**src/rtl/alc_pkg.sv**
```systemverilog
// Package for the ANSI-aware line clipper: parser modes, command word type,
// escape constants and the reset-sequence table. Depends on nothing.
`default_nettype none

package alc_pkg;

  localparam int unsigned ByteW         = 8;
  localparam int unsigned WidthW        = 16;
  localparam int unsigned MaxWidthRst   = 80;
  localparam int unsigned QueueDepthDef = 4;
  localparam int unsigned CutLen        = 4;
  localparam int unsigned SeqW          = $clog2(CutLen);

  localparam logic [ByteW-1:0] EscByte  = 8'h1B;
  localparam logic [ByteW-1:0] CsiOpen  = 8'h5B;
  localparam logic [ByteW-1:0] FinalLo  = 8'h40;
  localparam logic [ByteW-1:0] FinalHi  = 8'h7E;
  localparam logic [ByteW-1:0] ContMask = 8'hC0;
  localparam logic [ByteW-1:0] ContTag  = 8'h80;

  typedef enum logic [1:0] {
    MODE_TEXT = 2'd0,
    MODE_ESC  = 2'd1,
    MODE_CSI  = 2'd2
  } mode_e;

  typedef enum logic {
    CMD_PASS = 1'b0,
    CMD_CUT  = 1'b1
  } cmd_kind_e;

  typedef struct packed {
    cmd_kind_e        kind;
    logic [ByteW-1:0] data;
    logic             last;
  } cmd_t;

  typedef struct packed {
    logic push;
    cmd_t cmd;
  } push_t;

  typedef struct packed {
    logic valid;
    cmd_t cmd;
  } head_t;

  function automatic logic [ByteW-1:0] reset_seq_byte(input logic [SeqW-1:0] idx);
    logic [ByteW-1:0] b;
    unique case (idx)
      2'd0:    b = EscByte;
      2'd1:    b = CsiOpen;
      2'd2:    b = 8'h30;
      default: b = 8'h6D;
    endcase
    return b;
  endfunction

endpackage

`default_nettype wire

```
**src/rtl/alc_stream_if.sv**
```systemverilog
// Valid/ready stream interfaces for the line clipper: input text words and
// output clipped words. Depends on alc_pkg for the byte width.
`default_nettype none

interface alc_in_if;
  logic                     valid;
  logic                     ready;
  logic [alc_pkg::ByteW-1:0] text_byte;
  logic                     line_end;

  modport source (output valid, output text_byte, output line_end, input ready);
  modport sink   (input valid, input text_byte, input line_end, output ready);
endinterface

interface alc_out_if;
  logic                     valid;
  logic                     ready;
  logic [alc_pkg::ByteW-1:0] out_byte;
  logic                     out_last;

  modport source (output valid, output out_byte, output out_last, input ready);
  modport sink   (input valid, input out_byte, input out_last, output ready);
endinterface

`default_nettype wire

```
**src/rtl/ansi_aware_line_clipper.sv**
```systemverilog
// ANSI-aware line clipper: an accepted input word goes through a queue entry
// and then the output register; one word per cycle each way while the queue is
// not full and the output is ready; a cut line's reset sequence is four words.
// Reset (asynchronous, active low) clears parser state, queue and output
// register; max_width returns to 80. Depends on alc_pkg and alc_stream_if.
`default_nettype none

module ansi_aware_line_clipper #(
  parameter int unsigned QueueDepth = alc_pkg::QueueDepthDef
) (
  input  wire logic                       clk_i,
  input  wire logic                       rst_ni,
  alc_in_if.sink                          text_i,
  alc_out_if.source                       clip_o,
  input  wire logic                       cfg_we_i,
  input  wire logic [alc_pkg::WidthW-1:0] cfg_wdata_i
);

  alc_pkg::push_t push;
  alc_pkg::head_t head;
  logic           q_full;
  logic           pop;

  alc_front u_front (
    .clk_i       (clk_i),
    .rst_ni      (rst_ni),
    .text_i      (text_i),
    .cfg_we_i    (cfg_we_i),
    .cfg_wdata_i (cfg_wdata_i),
    .q_full_i    (q_full),
    .push_o      (push)
  );

  alc_queue #(
    .QDepth (QueueDepth)
  ) u_queue (
    .clk_i  (clk_i),
    .rst_ni (rst_ni),
    .push_i (push),
    .pop_i  (pop),
    .full_o (q_full),
    .head_o (head)
  );

  alc_back u_back (
    .clk_i  (clk_i),
    .rst_ni (rst_ni),
    .head_i (head),
    .pop_o  (pop),
    .clip_o (clip_o)
  );

endmodule

`default_nettype wire

```
**src/rtl/alc_front.sv**
```systemverilog
// Front end: accepts input words, tracks escape/CSI state and visible columns,
// and issues pass or cut commands. Depends on alc_pkg and alc_in_if.
`default_nettype none

module alc_front (
  input  wire logic                       clk_i,
  input  wire logic                       rst_ni,
  alc_in_if.sink                          text_i,
  input  wire logic                       cfg_we_i,
  input  wire logic [alc_pkg::WidthW-1:0] cfg_wdata_i,
  input  wire logic                       q_full_i,
  output alc_pkg::push_t                  push_o
);

  alc_pkg::mode_e              mode_q, mode_d;
  logic [alc_pkg::WidthW-1:0]  col_q, col_d;
  logic                        cut_q, cut_d;
  logic [alc_pkg::WidthW-1:0]  max_width_q;
  logic                        accept;
  logic [alc_pkg::ByteW-1:0]   b;
  logic                        is_cont;
  logic                        is_final;
  logic                        at_limit;

  assign text_i.ready = !q_full_i;
  assign accept       = text_i.valid && !q_full_i;
  assign b            = text_i.text_byte;
  assign is_cont      = (b & alc_pkg::ContMask) == alc_pkg::ContTag;
  assign is_final     = (b >= alc_pkg::FinalLo) && (b <= alc_pkg::FinalHi);
  assign at_limit     = col_q >= max_width_q;

  always_ff @(posedge clk_i or negedge rst_ni) begin
    if (!rst_ni) begin
      max_width_q <= alc_pkg::WidthW'(alc_pkg::MaxWidthRst);
    end else if (cfg_we_i) begin
      max_width_q <= cfg_wdata_i;
    end
  end

  always_comb begin
    mode_d = mode_q;
    col_d  = col_q;
    cut_d  = cut_q;
    if (!cut_q) begin
      unique case (mode_q)
        alc_pkg::MODE_ESC: begin
          mode_d = (b == alc_pkg::CsiOpen) ? alc_pkg::MODE_CSI : alc_pkg::MODE_TEXT;
        end
        alc_pkg::MODE_CSI: begin
          if (is_final) mode_d = alc_pkg::MODE_TEXT;
        end
        default: begin
          if (b == alc_pkg::EscByte) begin
            mode_d = alc_pkg::MODE_ESC;
          end else if (!is_cont) begin
            if (at_limit) cut_d = 1'b1;
            else          col_d = col_q + 1'b1;
          end
        end
      endcase
    end
    if (text_i.line_end) begin
      mode_d = alc_pkg::MODE_TEXT;
      col_d  = '0;
      cut_d  = 1'b0;
    end
  end

  always_comb begin
    push_o.push     = accept && !cut_q;
    push_o.cmd.kind = alc_pkg::CMD_PASS;
    push_o.cmd.data = b;
    push_o.cmd.last = text_i.line_end;
    unique case (mode_q) inside
      alc_pkg::MODE_ESC, alc_pkg::MODE_CSI: begin
        push_o.cmd.kind = alc_pkg::CMD_PASS;
      end
      default: begin
        if (b != alc_pkg::EscByte && !is_cont && at_limit) begin
          push_o.cmd.kind = alc_pkg::CMD_CUT;
        end
      end
    endcase
  end

  always_ff @(posedge clk_i or negedge rst_ni) begin
    if (!rst_ni) begin
      mode_q <= alc_pkg::MODE_TEXT;
      col_q  <= '0;
      cut_q  <= 1'b0;
    end else if (accept) begin
      mode_q <= mode_d;
      col_q  <= col_d;
      cut_q  <= cut_d;
    end
  end

endmodule

`default_nettype wire

```
**src/rtl/alc_queue.sv**
```systemverilog
// Command queue between front and back ends: small circular buffer of
// command words. Depends on alc_pkg.
`default_nettype none

module alc_queue #(
  parameter int unsigned QDepth = alc_pkg::QueueDepthDef
) (
  input  wire logic          clk_i,
  input  wire logic          rst_ni,
  input  wire alc_pkg::push_t push_i,
  input  wire logic          pop_i,
  output logic               full_o,
  output alc_pkg::head_t     head_o
);

  localparam int unsigned PtrW = (QDepth > 1) ? $clog2(QDepth) : 1;
  localparam int unsigned CntW = $clog2(QDepth + 1);

  alc_pkg::cmd_t   mem_q [QDepth];
  logic [PtrW-1:0] wr_ptr_q, rd_ptr_q;
  logic [CntW-1:0] count_q;
  logic            do_push, do_pop;

  assign full_o       = count_q == CntW'(QDepth);
  assign head_o.valid = count_q != '0;
  assign head_o.cmd   = mem_q[rd_ptr_q];
  assign do_push      = push_i.push && !full_o;
  assign do_pop       = pop_i && head_o.valid;

  always_ff @(posedge clk_i) begin
    if (do_push) begin
      mem_q[wr_ptr_q] <= push_i.cmd;
    end
  end

  always_ff @(posedge clk_i or negedge rst_ni) begin
    if (!rst_ni) begin
      wr_ptr_q <= '0;
      rd_ptr_q <= '0;
      count_q  <= '0;
    end else begin
      if (do_push) begin
        wr_ptr_q <= (wr_ptr_q == PtrW'(QDepth - 1)) ? '0 : wr_ptr_q + 1'b1;
      end
      if (do_pop) begin
        rd_ptr_q <= (rd_ptr_q == PtrW'(QDepth - 1)) ? '0 : rd_ptr_q + 1'b1;
      end
      if (do_push && !do_pop)      count_q <= count_q + 1'b1;
      else if (do_pop && !do_push) count_q <= count_q - 1'b1;
    end
  end

endmodule

`default_nettype wire

```
**src/rtl/alc_back.sv**
```systemverilog
// Back end: carries out queued commands, passing a word or expanding a cut
// into the four-word attribute reset, through an output register.
// Depends on alc_pkg and alc_out_if.
`default_nettype none

module alc_back (
  input  wire logic           clk_i,
  input  wire logic           rst_ni,
  input  wire alc_pkg::head_t head_i,
  output logic                pop_o,
  alc_out_if.source           clip_o
);

  logic [alc_pkg::SeqW-1:0]  seq_q, seq_d;
  logic                      valid_q, valid_d;
  logic [alc_pkg::ByteW-1:0] data_q, data_d;
  logic                      last_q, last_d;
  logic                      load;
  logic                      seq_end;

  assign load    = !valid_q || clip_o.ready;
  assign seq_end = seq_q == alc_pkg::SeqW'(alc_pkg::CutLen - 1);

  always_comb begin
    seq_d   = seq_q;
    valid_d = valid_q;
    data_d  = data_q;
    last_d  = last_q;
    pop_o   = 1'b0;
    if (load) begin
      valid_d = head_i.valid;
      if (head_i.valid) begin
        case (head_i.cmd.kind)
          alc_pkg::CMD_CUT: begin
            data_d = alc_pkg::reset_seq_byte(seq_q);
            last_d = seq_end;
            pop_o  = seq_end;
            seq_d  = seq_end ? '0 : seq_q + 1'b1;
          end
          default: begin
            data_d = head_i.cmd.data;
            last_d = head_i.cmd.last;
            pop_o  = 1'b1;
          end
        endcase
      end
    end
  end

  always_ff @(posedge clk_i or negedge rst_ni) begin
    if (!rst_ni) begin
      seq_q   <= '0;
      valid_q <= 1'b0;
    end else begin
      seq_q   <= seq_d;
      valid_q <= valid_d;
    end
  end

  always_ff @(posedge clk_i) begin
    data_q <= data_d;
    last_q <= last_d;
  end

  assign clip_o.valid    = valid_q;
  assign clip_o.out_byte = data_q;
  assign clip_o.out_last = last_q;

endmodule

`default_nettype wire
```
**src/flat_wrapper.sv**
```systemverilog
// flat-port wrapper written by rule: the top's interface ports become plain ports
module ansi_aware_line_clipper_flat 
#(
  parameter int unsigned QueueDepth = alc_pkg::QueueDepthDef
)
  (clk_i, rst_ni, cfg_we_i, cfg_wdata_i, text_i_valid, text_i_text_byte, text_i_line_end, text_i_ready, clip_o_valid, clip_o_out_byte, clip_o_out_last, clip_o_ready);
  alc_in_if text_i_i ();
  alc_out_if clip_o_i ();
  input  wire logic clk_i;
  input  wire logic rst_ni;
  input  wire logic cfg_we_i;
  input  wire logic [alc_pkg::WidthW-1:0] cfg_wdata_i;
  input wire logic [$bits(text_i_i.valid)-1:0] text_i_valid;
  input wire logic [$bits(text_i_i.text_byte)-1:0] text_i_text_byte;
  input wire logic [$bits(text_i_i.line_end)-1:0] text_i_line_end;
  output wire logic [$bits(text_i_i.ready)-1:0] text_i_ready;
  output wire logic [$bits(clip_o_i.valid)-1:0] clip_o_valid;
  output wire logic [$bits(clip_o_i.out_byte)-1:0] clip_o_out_byte;
  output wire logic [$bits(clip_o_i.out_last)-1:0] clip_o_out_last;
  input wire logic [$bits(clip_o_i.ready)-1:0] clip_o_ready;
  assign text_i_i.valid = text_i_valid;
  assign text_i_i.text_byte = text_i_text_byte;
  assign text_i_i.line_end = text_i_line_end;
  assign text_i_ready = text_i_i.ready;
  assign clip_o_valid = clip_o_i.valid;
  assign clip_o_out_byte = clip_o_i.out_byte;
  assign clip_o_out_last = clip_o_i.out_last;
  assign clip_o_i.ready = clip_o_ready;
  ansi_aware_line_clipper #(.QueueDepth(QueueDepth)) u_core (.clk_i(clk_i), .rst_ni(rst_ni), .text_i(text_i_i), .clip_o(clip_o_i), .cfg_we_i(cfg_we_i), .cfg_wdata_i(cfg_wdata_i));
endmodule
```
**config.mk**
```make
export PLATFORM = sky130hd
export DESIGN_NAME = ansi_aware_line_clipper_flat
export DESIGN_NICKNAME = d
export VERILOG_FILES = /design/src/rtl/alc_pkg.sv /design/src/rtl/alc_stream_if.sv /design/src/rtl/ansi_aware_line_clipper.sv /design/src/rtl/alc_front.sv /design/src/rtl/alc_queue.sv /design/src/rtl/alc_back.sv /design/src/flat_wrapper.sv
export SDC_FILE = /design/constraint.sdc
export NUM_CORES = 1
export LEC_CHECK = 0
export ABC_AREA = 1
export BUFFER_PORTS_ARGS = -buffer_cell sky130_fd_sc_hd__buf_2
export CAP_MARGIN = 20
export CORE_ASPECT_RATIO = 1.4
export CORE_UTILIZATION = 50
export CTS_CLUSTER_SIZE = 10
export DETAILED_ROUTE_END_ITERATION = 10
export GPL_TIMING_DRIVEN = 0
export PLACE_DENSITY = 0.74
export RECOVER_POWER = 50
export REMOVE_ABC_BUFFERS = 1
export SLEW_MARGIN = 20
export SYNTH_ARGS = -nofsm -noshare
export SYNTH_HDL_FRONTEND = slang
export SYNTH_HIERARCHICAL = 1
export SYNTH_SLANG_ARGS = --single-unit
```
**constraint.sdc**
```tcl
create_clock -name clk_i -period 4.7 [get_ports clk_i]
set_input_delay 0 -clock clk_i [delete_from_list [all_inputs] [get_ports clk_i]]
set_output_delay 0 -clock clk_i [all_outputs]
set_load 0.02 [all_outputs]
```
# [After elaboration in Yosys (flattened, before gate mapping)]
# Memories as Yosys holds them, arrays and structs flattened.
# Index checks and enable logic that the tools add are counted.
[classes] addsub=6 magnitude_cmp=3 eq_ne=18 n_mux=33 reduce_logical=25
[ops] op="$mux 16" count=6
[ops] op="$pmux 7 s3" count=1
[ops] op="$add 16x1->16 const B" count=1
[ops] op="$ge 16x16->1" count=1
[ops] op="$mux 2" count=8
[ops] op="$mux 1" count=14
[ops] op="$eq 2x2->1 const B" count=6
[ops] op="$logic_and 1x1->1" count=9
[ops] op="$eq 8x5->1 const B" count=1
[ops] op="$eq 8x7->1 const B" count=1
[ops] op="$ge 8x7->1 const B" count=1
[ops] op="$le 8x7->1 const B" count=1
[ops] op="$mux 8" count=1
[ops] op="$ne 2x2->1 const B" count=4
[ops] op="$ne 8x5->1 const B" count=1
[ops] op="$add 2x1->2 const B" count=3
[ops] op="$logic_not 1->1" count=6
[ops] op="$mux 3" count=2
[ops] op="$reduce_and 6->1" count=1
[ops] op="$eq 2x1->1 const B" count=2
[ops] op="$pmux 2 s2" count=1
[ops] op="$reduce_and 4->1" count=1
[ops] op="$reduce_bool 4->1" count=1
[ops] op="$add 3x1->3 const B" count=1
[ops] op="11 further kinds" count=11
[word_totals] ff_bits=54 ramBits=40 in_bits=30 output_inout_bits=11 wordCells=97 n_memories=1
[mem_list] name="u_core.u_queue.mem_q" depth=4 word_bits=10 rd=1 rd_clocked_by_memory_dff=0 write_ports=1 line_no="alc_queue.sv:19" text="alc_pkg::cmd_t mem_q [QDepth];"

# [Longest topological paths before layout]
# Gate-level depths: netlist (run 1).
[logic_depth] word_depth=9 depth_mapped=17

# [Hierarchy]
# Netlist (run 1), hierarchy kept.
[modules_own_cells] mod="alc_front" instances=1 cells_per_inst=320 area_per_inst_um2=2413.6
[modules_own_cells] mod="alc_queue" instances=1 cells_per_inst=176 area_per_inst_um2=2070.7
[modules_own_cells] mod="alc_back" instances=1 cells_per_inst=62 area_per_inst_um2=594.3

# [Worst setup path before layout (run 1)]
# OpenSTA, ideal clock, no wires.
[synth_timing] kind="reg2reg" startpoint="reg u_core.u_queue.rd_ptr_q[0]" endpoint="reg u_core.u_queue.count_q[2]" setup_ns=0.117 t_arrival_ns=2.205 t_required_ns=4.583 setup_slack_ns=2.378 stages_incl_launch_ff=17 n_path_buf=2 path_cell_list="dfrtp_1 -> buf_6 -> clkbuf_8 -> nand2_1 -> o211ai_1 -> nand2_1 -> inv_2 -> nor2_1 -> nor2_1 -> nand2_1 -> ha_1 -> inv_1 -> fa_1 -> nand2_1 -> nand3_1 -> nand2_1 -> nand2_1"
[synth_lines] item="from (decl)" line_no="alc_queue.sv:20" text="logic [PtrW-1:0] wr_ptr_q, rd_ptr_q;"
[synth_lines] item="from (signal assigned)" line_no="alc_queue.sv:46" text="rd_ptr_q <= (rd_ptr_q == PtrW'(QDepth - 1)) ? '0 : rd_ptr_q + 1'b1;"
[synth_lines] item="to (signal assigned)" line_no="alc_queue.sv:48" text="if (do_push && !do_pop) count_q <= count_q + 1'b1;"
[synth_lines] item="to (signal assigned)" line_no="alc_queue.sv:49" text="else if (do_pop && !do_push) count_q <= count_q - 1'b1;"
[synth_lines] item="to (decl)" line_no="alc_queue.sv:21" text="logic [CntW-1:0] count_q;"

==> summary.txt, run 1 <==
RSZ-0062 raised after global routing: no
post_cts resized: 0
Die Wd: 87.18 µm
worst vdd ir: 0.0002435 V
initial core utilization: 51.30%
HPWL Detailed: 6789 µm
clock-pin slew on the worst setup and hold paths: 70 ps
Top FF cell, synth: edfxtp_1
outcome: finished, violations left
count leader, synth: nand2_1
worst setup slack after layout: 1723 ps
Pwr per Cell Area: 511.3 mW/mm²
failing checks: max-capacitance violations, max-slew violations
Min-Delay Path Depth: 4
vias in the first global route: 3866
relative slew slack: -58.37%
post-route clock period utilization: 63.35%
Reg2Reg Depth: 12
worst slack, placed: 1755 ps
YS warnings: 6
diode count: 0
wire per inst: 12.55 µm
GRT Total Usage: 20.11%
EDFF count, synth: 49
Max Slew Vio Count: 46
Critical Path RT: 4920 ps
dominant cells by area after synthesis: edfxtp_1, dfrtp_1, nand2_1
Seq/Total Area, Yosys: 51.19%
H-tree Lvls: 3
Die Ht: 121.3 µm
Final Util: 59.11%
Post-Layout Inst Area: 0.005852 mm²
setup tns final: 0 ps
final setup vio count: 0
Avg Vias per Cell: 5.052
total CTS buffers: 9
Net count, final: 675
via count: 3804
endpoint class of the critical path: register
Port Buffers: 40
Total Wirelength: 9448 µm
area of the mapped netlist: 0.005079 mm²
Layout area overhead: 15.23%
share of layout cells above drive strength 1: 11.17%
Starting DRT DRC Count: 122
clk root buf: clkbuf_16
Hold Worst Slack: 12.81 ps
Sinks on Clock Net: 94
critical path arrival: 3200 ps
MaxCap Viol Count: 1
kind of start point of the critical path: register
peak fanout along the critical path: 13
Commonest cells post-synth: nand2_1, inv_1, edfxtp_1
endpoints failing hold: 0
final routed DRC violation total: 0
Die ar.: 0.01057 mm²
Max Freq: 0.3359 GHz
Leak: 2.754 nW
clk buf depth: 2
Synth Register Bits: 94
Least-Margin Pin Slew: 2376 ps
first-pass GRT wire length: 16260 µm
Placed Area: 0.005283 mm²
Worst Hold Class: in2reg
Worst R2R Setup Slack: 1720 ps
minimum clock period: 2977 ps
post-synth cell types: 40
Syn Inst Count: 558
DRT Pass-1 Iters: 5
Synth area leader: edfxtp_1
core area: 0.009899 mm²
largest net degree at the start of global routing: 46
TritonCTS clock tree: done
Syn Area/Cell: 9.101 µm²
Ports: 41
GP Congestion: 0.9114
number of cell rows: 43
GRT Residual Overflow: 0
clock skew: 4.033 ps
antenna-violating nets left: 0
ys async rst share: 47.87%
Clk Latency, worst-skew pair: 340 ps
Yosys top cell area share: 28.97%
crit path kind: reg2reg
initial antenna violation count: 0
[final timing paths]
kind,start,to
worst max-delay path,u_core/u_queue/rd_ptr_q[1],u_core/u_queue/count_q[1]
worst max register to register,u_core/u_queue/rd_ptr_q[1],u_core/u_queue/count_q[1]
min in group asynchronous,rst_ni,u_core/u_front/max_width_q[10]
max in group asynchronous,rst_ni,u_core/u_back/clip_o.valid
worst min-delay path,clip_o_ready,u_core/u_back/clip_o.valid
worst min register to register,u_core/u_front/max_width_q[4],u_core/u_front/max_width_q[4]
[placed cells by master, fill, tap and decap left out, types with 4 or more instances in the layout]
cell type / netlist / layout
dfrtp_1: 43 / 43
clkbuf_1: 4 / 12
dlygate4sd3_1: 0 / 25
o211ai_1: 20 / 20
inv_2: 5 / 5
edfxtp_1: 49 / 49
buf_2: 1 / 28
inv_1: 80 / 80
nor2_1: 43 / 43
nor3_1: 6 / 6
o21ai_0: 24 / 24
a21oi_1: 11 / 11
xor2_1: 6 / 6
nand2_1: 149 / 149
nand4_1: 7 / 7
nand2_2: 4 / 4
clkbuf_16: 0 / 9
ha_1: 31 / 31
nand3_1: 36 / 36
[state kept, by name, indices dropped and copies added, names as in the netlist]
signal,cells
u_core/u_front/mode_q,2
u_core/u_back/clip_o.out_byte,8
u_core/u_front/col_q,16
u_core/u_queue/mem_q,40
u_core/u_queue/count_q,3
u_core/u_back/clip_o.out_last,1
u_core/u_front/max_width_q,16
u_core/u_queue/rd_ptr_q,2
u_core/u_front/cut_q,1
u_core/u_back/clip_o.valid,1
u_core/u_queue/wr_ptr_q,2
u_core/u_back/seq_q,2
[cells by family after synthesis]
group,after synthesis,share of synthesized area (%)
AO/OA/AOI/OAI,60,7.317
XOR/XNOR,8,1.380
flip-flops,94,51.19
buffers and inverters,107,9.830
adder cells (fa/ha/maj),32,8.032
AND/OR/NAND/NOR,256,22.03
multiplexers,1,0.2217
[cell type report]
cell class / instances / area (µm²)
fill: 875 / 4048
sequential: 94 / 2600
multi-input combinational: 357 / 1979
timing repair buffer: 66 / 450.4
inverter: 85 / 319.1
clock buffer: 9 / 225.2
tap: 135 / 168.9
clock inverter: 7 / 108.9
[through the flow]
step                      std cells  total power, mW
after floorplan                 536            1.891
after detailed placement        712            2.199
final                           753            2.992
after global placement          711            2.124
after global routing            753            3.207
after CTS                       753            3.023
[power by group]
| group | switching (mW) | total, mW | internal, mW |
|---|---|---|---|
| logic | 0.654 | 0.986 | 0.332 |
| registers | 0.115 | 1.21 | 1.09 |
| clock network | 0.322 | 0.800 | 0.478 |
[routing by layer]
layer / GRT usage (%) / up-vias / wire length [µm]
li1: - / 1918 / -
met1: 20.34 / 1796 / 3755
met2: 38.44 / 68 / 5198
met3: 3.605 / 22 / 243
met4: 10.14 / 0 / 252
met5: 0 / - / 0
[worst max-delay path: stages (launching register included)]
cell and delay (ps):
dfrtp_1 650, inv_1 320, o211ai_1 170, nand2_1 210, inv_2 180, nor2_1 80, nor2_1 210, nand2_1 130
ha_1 220, inv_1 90, fa_1 420, nand2_1 90, o21ai_0 70
[repair_timing]
item                                    CTS  global route
endpoints found under the hold margin    91             0
hold buffers                             25             0
setup buffers                             0             0
endpoints found under the setup margin    0             0
No activity file was read; power rests on OpenSTA's default activity.
==> run 2: changes to the inputs <==
clock period = 2.75 ns   (was 4.7 ns; I/O delays follow)
==> run 2 against run 1 <==
- the flow now finishes without violations
- via count rose by 0.45%
- clock-buffer cell count did not move
- critical endpoint unchanged
- combinational power rose by 77%
- die area did not move
- non-clock buffer count rose by 4
- cell count rose by 0.53%
- core utilization rose by 0.40 points
- worst hold slack got worse by 8.3 ps
- clock power rose by 71%
- highest routed layer unchanged
- critical path depth fell by 1
- sequential power rose by 70%
==> summary.txt, run 2 (synthesis gave the netlist of run 1 again) <==
Placed Area: 0.005283 mm² (unchanged)
Post-Layout Inst Area: 0.005892 mm² (was 0.005852 mm²)
Layout area overhead: 16.01% (was 15.23%)
Starting DRT DRC Count: 145 (was 122)
Biggest register: u_core/u_queue/mem_q (unchanged)
TritonCTS clock tree: done (unchanged)
post-route clock period utilization: 91.82% (was 63.35%)
DRT Pass-1 Iters: 5 (unchanged)
commonest non-fill, non-tap cell in the layout: nand2_1 (unchanged)
Max Freq: 0.3961 GHz (was 0.3359 GHz)
Hold Crit Start: clip_o_ready (unchanged)
peak fanout along the critical path: 15 (was 13)
worst r2r dst: u_core/u_queue/count_q[1] (unchanged)
clk buf depth: 2 (unchanged)
vias in the first global route: 3860 (was 3866)
worst vdd ir: 0.0004147 V (was 0.0002435 V)
final routed DRC violation total: 0 (unchanged)
Die Ht: 121.3 µm (unchanged)
Critical Path RT: 2970 ps (was 4920 ps)
Leak: 2.771 nW (was 2.754 nW)
wire per inst: 12.65 µm (was 12.55 µm)
HPWL Detailed: 6789 µm (unchanged)
GRT Total Usage: 20.17% (was 20.11%)
max reg flops: 40 (unchanged)
first-pass GRT wire length: 16340 µm (was 16260 µm)
kind of start point of the critical path: register (unchanged)
Pwr per Cell Area: 878.2 mW/mm² (was 511.3 mW/mm²)
clock-pin slew on the worst setup and hold paths: 70 ps (about the same)
total CTS buffers: 9 (unchanged)
Hold Worst Slack: 4.547 ps (was 12.81 ps)
Worst R2R Setup Slack: 230 ps (was 1720 ps)
clock skew: 4.504 ps (was 4.033 ps)
Die Wd: 87.18 µm (unchanged)
Total Wirelength: 9578 µm (was 9448 µm)
Total Power Consumption: 5.174 mW (was 2.992 mW)
clk root buf: clkbuf_16 (unchanged)
number of cell rows: 43 (unchanged)
core area: 0.009899 mm² (unchanged)
largest net degree at the start of global routing: 46 (unchanged)
MaxCap Viol Count: 0 (was 1)
antenna-violating nets left: 0 (unchanged)
Worst Hold Class: in2reg (unchanged)
Largest regs: u_core/u_queue/mem_q x40, u_core/u_front/col_q x16, u_core/u_front/max_width_q x16 (unchanged)
share of layout cells above drive strength 1: 12.54% (was 11.17%)
Port Buffers: 40 (unchanged)
commonest non-fill, non-tap cells in the layout: nand2_1, inv_1, edfxtp_1 (unchanged)
initial core utilization: 51.30% (unchanged)
Avg Vias per Cell: 5.048 (was 5.052)
final setup vio count: 0 (unchanged)
relative slew slack: 26.82% (was -58.37%)
Net count, final: 679 (was 675)
Ports: 41 (unchanged)
Least-Margin Pin Slew: 1098 ps (was 2376 ps)
diode count: 0 (unchanged)
minimum clock period: 2525 ps (was 2977 ps)
crit path to: u_core/u_queue/count_q[1] (unchanged)
initial antenna violation count: 0 (unchanged)
H-tree Lvls: 3 (unchanged)
endpoints failing hold: 0 (unchanged)
crit path kind: reg2reg (unchanged)
endpoint class of the critical path: register (unchanged)
Max Slew Vio Count: 0 (was 46)
outcome: completed (was finished, violations left)
GP Congestion: 0.9114 (unchanged)
critical path arrival: 2750 ps (was 3200 ps)
GRT Residual Overflow: 0 (unchanged)
CP startpoint: u_core/u_queue/rd_ptr_q[0] (was u_core/u_queue/rd_ptr_q[1])
Reg2Reg Depth: 11 (was 12)
Clk Latency, worst-skew pair: 340 ps (about the same)
Die ar.: 0.01057 mm² (unchanged)
Sinks on Clock Net: 94 (unchanged)
reg2reg start: u_core/u_queue/rd_ptr_q[0] (was u_core/u_queue/rd_ptr_q[1])
via count: 3821 (was 3804)
==> run 2: cell count changes in the layout (fill, tap and decap cells not counted), sizes merged <==
cell,before,now
clkinvlp,0,1
inv,89,88
buf,29,33
==> run 2: routing by layer <==
layer / vias to the layer above / global-route usage [%] / share of wire, %
li1: 1924 / - / -
met1: 1797 / 20.49 / 40
met2: 81 / 38.63 / 55
met3: 19 / 3.605 / 2.8
met4: 0 / 9.836 / 2.3
met5: - / 0 / 0
==> run 2: area by class of cell <==
type                            count  area, µm²
Tap cell                          135      168.9
Clock buffer                        9      225.2
Clock inverter                      7      108.9
Fill cell                         871       4008
Timing Repair Buffer               70      481.7
Multi-Input combinational cell    357       1982
Inverter                           85      322.8
Sequential cell                    94       2603
==> run 2: how the worst min path moves through the flow <==
stage,to,slack (ps),depth (start not counted)
after global placement,u_core/u_front/max_width_q[5],210,3
after CTS,u_core/u_back/clip_o.valid,4,4
after detailed placement,u_core/u_front/max_width_q[5],210,3
after floorplan,u_core/u_back/clip_o.valid,-300,0
final,u_core/u_back/clip_o.valid,5,4
after global routing,u_core/u_back/clip_o.valid,30,4
==> run 2: stage by stage <==
step                      instances  util, %  setup WS [ps]  setup TNS, ps
after floorplan                 536        -          48.02              0
after global placement          711    53.21         -358.3         -692.0
after detailed placement        712    53.36         -194.6         -355.7
after CTS                       754    59.39          56.57              0
after global routing            757    59.52         -15.91         -15.91
final                           757    59.52          225.1              0
==> run 2: critical path: stages (launching register included) <==
cell	delay, ps
dfrtp_2	510
o211ai_1	270
nand2_2	160
inv_2	150
nor2_1	80
nor2_1	210
nand2_1	130
ha_1	220
inv_1	90
fa_1	420
nand2_1	90
o21ai_0	70
==> run 2: what timing repair did <==
action / 4_1_cts / 5_1_grt
gates resized for setup: 2 / 2
hold buffers: 25 / 0
endpoints found under the setup margin: 2 / 2
gates cloned: 0 / 0
endpoints found under the hold margin: 91 / 0
setup buffers: 1 / 3
pin swaps: 0 / 0
==> run 2: power by group <==
group	switching (mW)	internal [mW]	total, mW
clock network	0.553	0.817	1.37
logic	1.14	0.605	1.75
registers	0.190	1.87	2.06
